File: config.mk
export PLATFORM = sky130hd
export DESIGN_NAME = tcw_front_flat
export DESIGN_NICKNAME = d
export VERILOG_FILES = /design/src/rtl/text_console_writer_assert.svh /design/src/rtl/tcw_pkg.sv /design/src/rtl/tcw_if.sv /design/src/rtl/tcw_front.sv /design/src/flat_wrapper.sv
export SDC_FILE = /design/constraint.sdc
export NUM_CORES = 1
export LEC_CHECK = 0
export BUFFER_PORTS_ARGS = -buffer_cell sky130_fd_sc_hd__buf_2
export CORE_ASPECT_RATIO = 1.2
export CORE_MARGIN = 8
export CORE_UTILIZATION = 57
export DETAILED_ROUTE_END_ITERATION = 8
export GPL_TIMING_DRIVEN = 0
export HOLD_SLACK_MARGIN = 0.02
export PLACE_DENSITY = 0.95
export SYNTH_ARGS = -nofsm -noshare
export SYNTH_HDL_FRONTEND = slang
export SYNTH_SLANG_ARGS = --single-unit
File: constraint.sdc
create_clock -name clock -period 5.9 [get_ports clock]
set_input_delay 1.18 -clock clock [delete_from_list [all_inputs] [get_ports clock]]
set_output_delay 1.18 -clock clock [all_outputs]
set_load 0.05 [all_outputs]
File: src/rtl/text_console_writer_assert.svh
// Assertion macros used by the text console writer top level.
`ifndef TEXT_CONSOLE_WRITER_ASSERT_SVH
`define TEXT_CONSOLE_WRITER_ASSERT_SVH

// The consequent must hold in the same cycle as the antecedent.
`define TCW_ASSERT_SAME(label, clk, rst, ante, cons, msg) \
   label: assert property (@(posedge clk) disable iff (rst) (ante) |-> (cons)) \
      else $error(msg);

// The consequent must hold in the cycle after the antecedent.
`define TCW_ASSERT_NEXT(label, clk, rst, ante, cons, msg) \
   label: assert property (@(posedge clk) disable iff (rst) (ante) |=> (cons)) \
      else $error(msg);

`endif

File: src/rtl/tcw_pkg.sv
// Types and constants shared by the text console writer modules.
`timescale 1ns / 1ps
package tcw_pkg;

   localparam int NUM_COLS = 80;
   localparam int NUM_ROWS = 25;
   localparam int CELLS = NUM_ROWS * NUM_COLS;
   localparam int ADDR_W = $clog2(CELLS);
   localparam int ROW_W = 5;
   localparam int COL_W = 7;
   localparam int CELL_W = 16;

   localparam int QUEUE_DEPTH = 2;
   localparam int QUEUE_PTR_W = $clog2(QUEUE_DEPTH);
   localparam int QUEUE_CNT_W = $clog2(QUEUE_DEPTH + 1);

   localparam logic [7:0] CH_NEWLINE = 8'h0a;
   localparam logic [7:0] CH_RETURN = 8'h0d;
   localparam logic [7:0] CH_SPACE = 8'h20;
   localparam logic [7:0] TEXT_ATTR_RESET = 8'h0c;

   localparam logic [1:0] REQ_WRITE = 2'd0;
   localparam logic [1:0] REQ_CLEAR = 2'd1;
   localparam logic [1:0] REQ_READ = 2'd2;

   localparam logic [ROW_W-1:0] ROW_LAST = ROW_W'(NUM_ROWS - 1);
   localparam logic [COL_W-1:0] COL_LAST = COL_W'(NUM_COLS - 1);
   localparam logic [ADDR_W-1:0] ROW_STEP = ADDR_W'(NUM_COLS);
   localparam logic [ADDR_W-1:0] BLANK_LAST = ADDR_W'(NUM_COLS - 1);
   localparam logic [ADDR_W-1:0] BOTTOM_BASE = ADDR_W'((NUM_ROWS - 1) * NUM_COLS);
   localparam logic [ADDR_W-1:0] CELL_LAST = ADDR_W'(CELLS - 1);

   typedef enum logic [2:0] {
      CMD_PUT,
      CMD_NEWLINE,
      CMD_CLEAR,
      CMD_READ,
      CMD_REPORT
   } cmd_kind_type;

   typedef struct packed {
      cmd_kind_type kind;
      logic [7:0] char_code;
      logic [ADDR_W-1:0] read_addr;
   } cmd_type;

   typedef struct packed {
      logic valid;
      cmd_type cmd;
   } queue_head_type;

   typedef struct packed {
      logic pop;
      logic init_done;
   } back_ctrl_type;

   typedef enum logic [2:0] {
      ST_INIT,
      ST_IDLE,
      ST_READ,
      ST_COPY,
      ST_BLANK,
      ST_FILL
   } state_type;

endpackage

File: src/rtl/tcw_if.sv
// Channel interfaces of the text console writer: request, response and register write.
`timescale 1ns / 1ps
interface tcw_req_if;
   import tcw_pkg::*;
   logic valid;
   logic ready;
   logic [1:0] req_type;
   logic [7:0] char_code;
   logic [ROW_W-1:0] read_row;
   logic [COL_W-1:0] read_col;
   modport source (output valid, req_type, char_code, read_row, read_col, input ready);
   modport sink (input valid, req_type, char_code, read_row, read_col, output ready);
endinterface


File: src/rtl/tcw_front.sv
// Request front end: classifies requests and holds them in a short command queue.
`timescale 1ns / 1ps
module tcw_front (
   input  logic                    clock,
   input  logic                    reset,
   tcw_req_if.sink                 req,
   input  tcw_pkg::back_ctrl_type  back_ctrl,
   output tcw_pkg::queue_head_type head
);
   import tcw_pkg::*;

   cmd_type                 cmd;
   logic                    in_range;
   logic                    push;
   logic                    pop;
   cmd_type                 entry_ff [QUEUE_DEPTH];
   logic [QUEUE_PTR_W-1:0]  wr_ptr_ff;
   logic [QUEUE_PTR_W-1:0]  wr_ptr_in;
   logic [QUEUE_PTR_W-1:0]  rd_ptr_ff;
   logic [QUEUE_PTR_W-1:0]  rd_ptr_in;
   logic [QUEUE_CNT_W-1:0]  count_ff;
   logic [QUEUE_CNT_W-1:0]  count_in;

   always_comb begin
      in_range = (32'(req.read_row) < NUM_ROWS) && (32'(req.read_col) < NUM_COLS);
      cmd.char_code = req.char_code;
      cmd.read_addr = ADDR_W'(32'(req.read_row) * NUM_COLS + 32'(req.read_col));
      case (req.req_type)
         REQ_WRITE: begin
            if (req.char_code == CH_NEWLINE || req.char_code == CH_RETURN) begin
               cmd.kind = CMD_NEWLINE;
            end else begin
               cmd.kind = CMD_PUT;
            end
         end
         REQ_CLEAR: cmd.kind = CMD_CLEAR;
         REQ_READ: cmd.kind = in_range ? CMD_READ : CMD_REPORT;
         default: cmd.kind = CMD_REPORT;
      endcase
   end

   assign req.ready = back_ctrl.init_done && (count_ff != QUEUE_CNT_W'(QUEUE_DEPTH));
   assign push = req.valid && req.ready;
   assign pop = back_ctrl.pop && head.valid;
   assign head.valid = (count_ff != '0);
   assign head.cmd = entry_ff[rd_ptr_ff];

   always_comb begin
      wr_ptr_in = push ? wr_ptr_ff + 1'b1 : wr_ptr_ff;
      rd_ptr_in = pop ? rd_ptr_ff + 1'b1 : rd_ptr_ff;
      count_in = count_ff;
      if (push && !pop) begin
         count_in = count_ff + 1'b1;
      end else if (pop && !push) begin
         count_in = count_ff - 1'b1;
      end
   end

   always_ff @(posedge clock) begin
      if (reset) begin
         wr_ptr_ff <= '0;
         rd_ptr_ff <= '0;
         count_ff <= '0;
      end else begin
         wr_ptr_ff <= wr_ptr_in;
         rd_ptr_ff <= rd_ptr_in;
         count_ff <= count_in;
      end
   end

   always_ff @(posedge clock) begin
      if (push) begin
         entry_ff[wr_ptr_ff] <= cmd;
      end
   end
endmodule

File: src/flat_wrapper.sv
// flat-port wrapper written by rule: the top's interface ports become plain ports
module tcw_front_flat import tcw_pkg::*;
  (clock, reset, back_ctrl, head, req_valid, req_req_type, req_char_code, req_read_row, req_read_col, req_ready);
  tcw_req_if req_i ();
  input  logic clock;
  input  logic reset;
  input  tcw_pkg::back_ctrl_type back_ctrl;
  output tcw_pkg::queue_head_type head;
  input wire logic [$bits(req_i.valid)-1:0] req_valid;
  input wire logic [$bits(req_i.req_type)-1:0] req_req_type;
  input wire logic [$bits(req_i.char_code)-1:0] req_char_code;
  input wire logic [$bits(req_i.read_row)-1:0] req_read_row;
  input wire logic [$bits(req_i.read_col)-1:0] req_read_col;
  output wire logic [$bits(req_i.ready)-1:0] req_ready;
  assign req_i.valid = req_valid;
  assign req_i.req_type = req_req_type;
  assign req_i.char_code = req_char_code;
  assign req_i.read_row = req_read_row;
  assign req_i.read_col = req_read_col;
  assign req_ready = req_i.ready;
  tcw_front u_core (.clock(clock), .reset(reset), .req(req_i), .back_ctrl(back_ctrl), .head(head));
endmodule
== Word-level counts from Yosys, hierarchy flattened ==
Memories as Yosys holds them, arrays and structs flattened. A register that Yosys moved wholly into a read port is not among the register bits.
Index checks and enable logic that the tools add are counted.

* Register bits: 4
* Memory bits (writable): 44
* Input port bits: 27
* Memories: 1

{| class="wikitable"
|+ Memories
! memory !! words !! bits a word !! read ports !! clocked after Yosys merged registers in !! write ports !! RTL line !! RTL
|-
| u_core.entry_ff || 2 || 22 || 1 || 1 || 1 || tcw_front.sv:16 || <nowiki>cmd_type entry_ff [QUEUE_DEPTH];</nowiki>
|}

* Add/sub/neg operators: 5
* $mul: 1
* Order comparisons: 2
* Equality and inequality tests: 5
* Muxes and demuxes: 9
* Reduce and logical (&&, ||, !) cells: 12

{| class="wikitable"
|+ Operator list
! operator !! number
|-
| $eq A8 B4 Y1 const B || 2
|-
| $add A11 B7 Y11 || 1
|-
| $pmux W3 S3 || 1
|-
| $lt A7 B7 Y1 const B || 1
|-
| $mul A5 B3 Y7 const B || 1
|-
| $logic_and A1 B1 Y1 || 6
|-
| $lt A5 B5 Y1 const B || 1
|-
| $mux W1 || 5
|-
| $mux W2 || 2
|-
| $reduce_bool A2 Y1 || 2
|-
| $mux W3 || 1
|-
| $add A1 B1 Y1 const B || 2
|-
| $add A2 B1 Y2 const B || 1
|-
| $eq A2 B1 Y1 const B || 1
|-
| $eq A2 B2 Y1 const B || 1
|-
| $logic_not A1 Y1 || 2
|-
| $logic_not A2 Y1 || 1
|-
| $ne A2 B2 Y1 const B || 1
|-
| $sub A2 B1 Y2 const B || 1
|-
| $logic_or A1 B1 Y1 || 1
|}

== Longest topological paths before layout ==
* Word-level depth: 7
* Depth in mapped cells: 7
* Gate-level depth less buffers: 7

== Worst setup path after synthesis ==
Ideal clock, no wire load.

* Kind: input to register
* Start point: input req_read_row[1]
* End point: memory u_core.entry_ff[0][10] (netlist name), data pin
* Arrival: 2.666 ns
* Required time: 5.638 ns
* Path slack: 2.971 ns
* Cell stages on the path: 7
* Buffers on the path: 0
* Cells stage by stage: ha_1 -> ha_1 -> fa_1 -> xor2_1 -> o2111ai_1 -> xnor2_1 -> xnor2_1

{| class="wikitable"
|+ RTL lines
! item !! RTL line !! RTL
|-
| start: declaration || flat_wrapper.sv:12 || <nowiki>input wire logic [$bits(req_i.read_row)-1:0] req_read_row;</nowiki>
|-
| end: declaration || tcw_front.sv:16 ||
|}

==> metrics.md <==
| Metric | Value |
|---|---|
| F_max | `roughly 0.35 GHz` |
| First-pass GRT wire length | `~6.0 mm` |
| Endpoints failing hold | `0` |
| WHS Endpoint | `u_core.count_ff[1]` |
| Synth async-reset ratio | `0` |
| R2r endpoint | `u_core.count_ff[1]` |
| GR met3 Demand/Resource | `0.04327` |
| Place WS | `between 2 and 3 ns` |
| Max Slew Vio Count | `0` |
| Post-Route WL | `3.773 mm` |
| H-tree lvl count | `2` |
| Critical path type | `input port to flop` |
| Vias in the first global route | `between 1000 and 1500` |
| Largest net degree at the start of global routing | `17` |
| CP endpoint kind | `flop` |
| Worst Setup Slack, final | `between 3 and 4 ns` |
| Routed Antenna Nets | `0` |
| Syn-to-layout area delta | `20.37%` |
| M1 GR Usage | `0.1277` |
| # clock sinks | `49` |
| Post-Layout Cell Count | `between 200 and 300` |
| Cell taking the most area after synthesis | `edfxtp_1` |
| Mux contribution to synthesized area | `0.1146` |
| Port buffer count | `50` |
| GRT Total Usage | `0.1292` |
| Setup Viol. Count Final | `0` |
| Routed len/inst | `about 15 um` |
| Adder-Cell Fraction of Synth Area | `0.07639` |
| Worst Hold Class | `flop to flop` |
| Max-Cap Viols | `0` |
| Slew margin rel. | `0.5845` |
| Synth Net Count | `~180` |
| M2 GR Usage | `0.2255` |
| Die span in x | `between 70 and 80 um` |
| Final Cycle Share | `0.4816` |
| Post-CTS sizing | `0` |
| Core area | `3633 um2` |
| DRT iter0 DRCs | `slightly above 50` |
| RR Startpoint | `u_core.count_ff[1]` |
| Reg-to-reg slack, setup | `approximately 4 ns` |
| CP startpoint kind | `input port` |
| Worst hold start | `u_core.count_ff[1]` |
| Inst Count DP | `243` |
| Leakage | `around 0.0010 uW` |
| DRC violations left | `0` |
| Drt first pass iters | `4` |
| Fill cells | `roughly 260` |
| Via count | `1306` |
| Initial cell density of the core | `0.5950` |
| Layout cells sized above 1 | `0.4372` |
| Chip height | `83.47 um` |
| Global route overflow | `0` |
| Antenna cells | `0` |
| Top_reg_cell synth | `edfxtp_1` |
| CTS tree | `built` |
| EDFF count, synth | `between 40 and 50` |
| Final Skew | `between 0.006 and 0.007 ns` |
| Synthesized instance count | `roughly 140` |
| Register area share after synthesis | `0.6574` |
| CP arrival | `2.89 ns` |
| Synth Area in XOR/XNOR | `0.04456` |
| Hpwl dp | `between 2 and 3 mm` |
| PwrDens | `just over 400 nW/um2` |
| Maximum clock insertion buffer count | `2` |
| Hold Buf Count CTS | `0` |
| Outcome | `finished, final reports clean` |
| VDD IR max | `about 0.00026 V` |
| Setup TNS | `0 ns` |
| Number of unique standard cell types used by synthesis | `25` |
| Hold path cells | `2` |
| Simple-Gate Fraction of Synth Area | `0.03935` |
| Clock Latency Late Sink | `0.30 ns` |
| Critical Path Fanout Max | `4` |
| Slew @ Worst Pin | `0.6226 ns` |
| Number of placement rows | `24` |
| Gr busiest metal | `met2` |
| Final RePlAce weighted congestion | `~0.7` |
| Initial antenna violation count | `0` |
| FF+latch count, synth | `roughly 50` |
| Clk root buf | `clkbuf_8` |
| Final min period | `between 2 and 3 ns` |
| Vias/cell | `between 5 and 6` |
| Cts bufs inserted | `5` |
| Final #Nets | `237` |
| Depth of the most critical reg-to-reg path | `6` |
| Avg Inst Size Synth | `between 15 and 20 um2` |
| Synth top area cells | `edfxtp_1 61%, mux2_2 11%, ha_1 5.8%` |
| Post-CTS Setup Inserts | `0` |
| Pwr Total | `~1100 uW` |
| Clock transition at path regs | `~0.08 ns` |
| Synth warn | `0` |
| CP required | `between 5 and 6 ns` |
| Die area | `around 6000 um2` |
| IO Pins | `51` |
| Netlist Area Pre-Place | `2162 um2` |
| Post-synth top area share | `0.6111` |
| Unrepaired setup endpoints after global routing | `false` |
| Top-count cell post-synth | `edfxtp_1` |
| Top post-synthesis cells by count | `44 x edfxtp_1, 22 x mux2_2, 10 x ha_1, 10 x inv_1, 7 x nor2_1` |
| Largest family of logic cells by synthesized area | `multiplexers` |
| Post-synthesis compound-gate area fraction | `0.04572` |
## cell type report
cell class	instances	area, um2	area share
plain buffers	2	10.01	0.003846
clock buffers	5	68.82	0.02644
inverters	10	37.54	0.01442
flip-flops and latches	49	1421	0.5462
well taps	52	65.06	0.02500
multi-input cells	78	698.2	0.2683
repair buffers	52	280.3	0.1077
clock inverters	3	21.27	0.008173
## worst max path at each step
stage | from | to | slack (ns) | cells after the start
after floorplan | req_read_row[1] | u_core.entry_ff[0][10] | 2.97 | 7
after global placement | back_ctrl[0] | u_core.entry_ff[0][2] | 2.65 | 3
after detailed placement | req_read_row[1] | u_core.entry_ff[1][10] | 2.72 | 8
after CTS | req_read_row[1] | u_core.entry_ff[0][10] | 3.05 | 8
after global routing | req_read_row[1] | u_core.entry_ff[0][10] | 2.96 | 8
final | req_read_row[1] | u_core.entry_ff[1][10] | 3.06 | 8
## power breakdown
part | switching (uW) | internal [uW] | total (uW)
sequential | 17.1 | 426 | 443
combinational | 298 | 134 | 432
clock | 107 | 84.0 | 191
## through the flow
step	instance area [um2]	hold WS, ns	util
detailed placement	2512	0.4903	0.6915
floorplan	2162	0.4603	-
CTS	2603	0.5036	0.7163
global placement	2477	0.4842	0.6818
finish	2603	0.5031	0.7163
global route	2603	0.5392	0.7163
## registers in the layout (all words and copies together), names as in the netlist, named ones only
name	count
u_core.entry_ff	44
u_core.count_ff	2
u_core.rd_ptr_ff	1
u_core.wr_ptr_ff	1
## logic make-up (layout without fill, tap and decap cells)
kind of cell / after synthesis / in the layout
and+or+nand+nor: 17 / 17
AOI/OAI and AO/OA: 16 / 16
buffers and inverters: 12 / 72
adders and majority gates: 12 / 12
DFF: 49 / 49
xor gates and xnor gates: 11 / 11
muxes: 22 / 22
## cell usage in the layout (no fill, tap or decap), types with 2 or more instances in the layout
master / netlist / routed
buf_2: 2 / 52
edfxtp_1: 44 / 44
mux2_2: 22 / 22
inv_1: 10 / 10
ha_1: 10 / 10
xnor2_1: 6 / 6
xor2_1: 5 / 5
nor2_1: 7 / 5
o21ai_0: 5 / 5
dfxtp_1: 5 / 5
clkbuf_8: 0 / 5
a21oi_1: 4 / 4
nand2_1: 2 / 2
a21o_1: 2 / 2
nand4_1: 2 / 2
nor2b_1: 2 / 2
nor2_2: 0 / 2
fa_1: 2 / 2
buf_8: 0 / 2
## metal layers
metal / up-vias / wire length, um
met2: 44 / 2000
met1: 624 / 1454
met4: 0 / 75
li1: 633 / -
met3: 5 / 243
met5: - / 0
## critical path: stages
cell       delay, ns
buf_2           0.12
ha_1            0.29
ha_1            0.23
fa_1            0.38
xor2_1          0.21
o2111ai_1       0.16
xnor2_1         0.22
xnor2_1         0.10
Power figures use the tool's default switching activity.
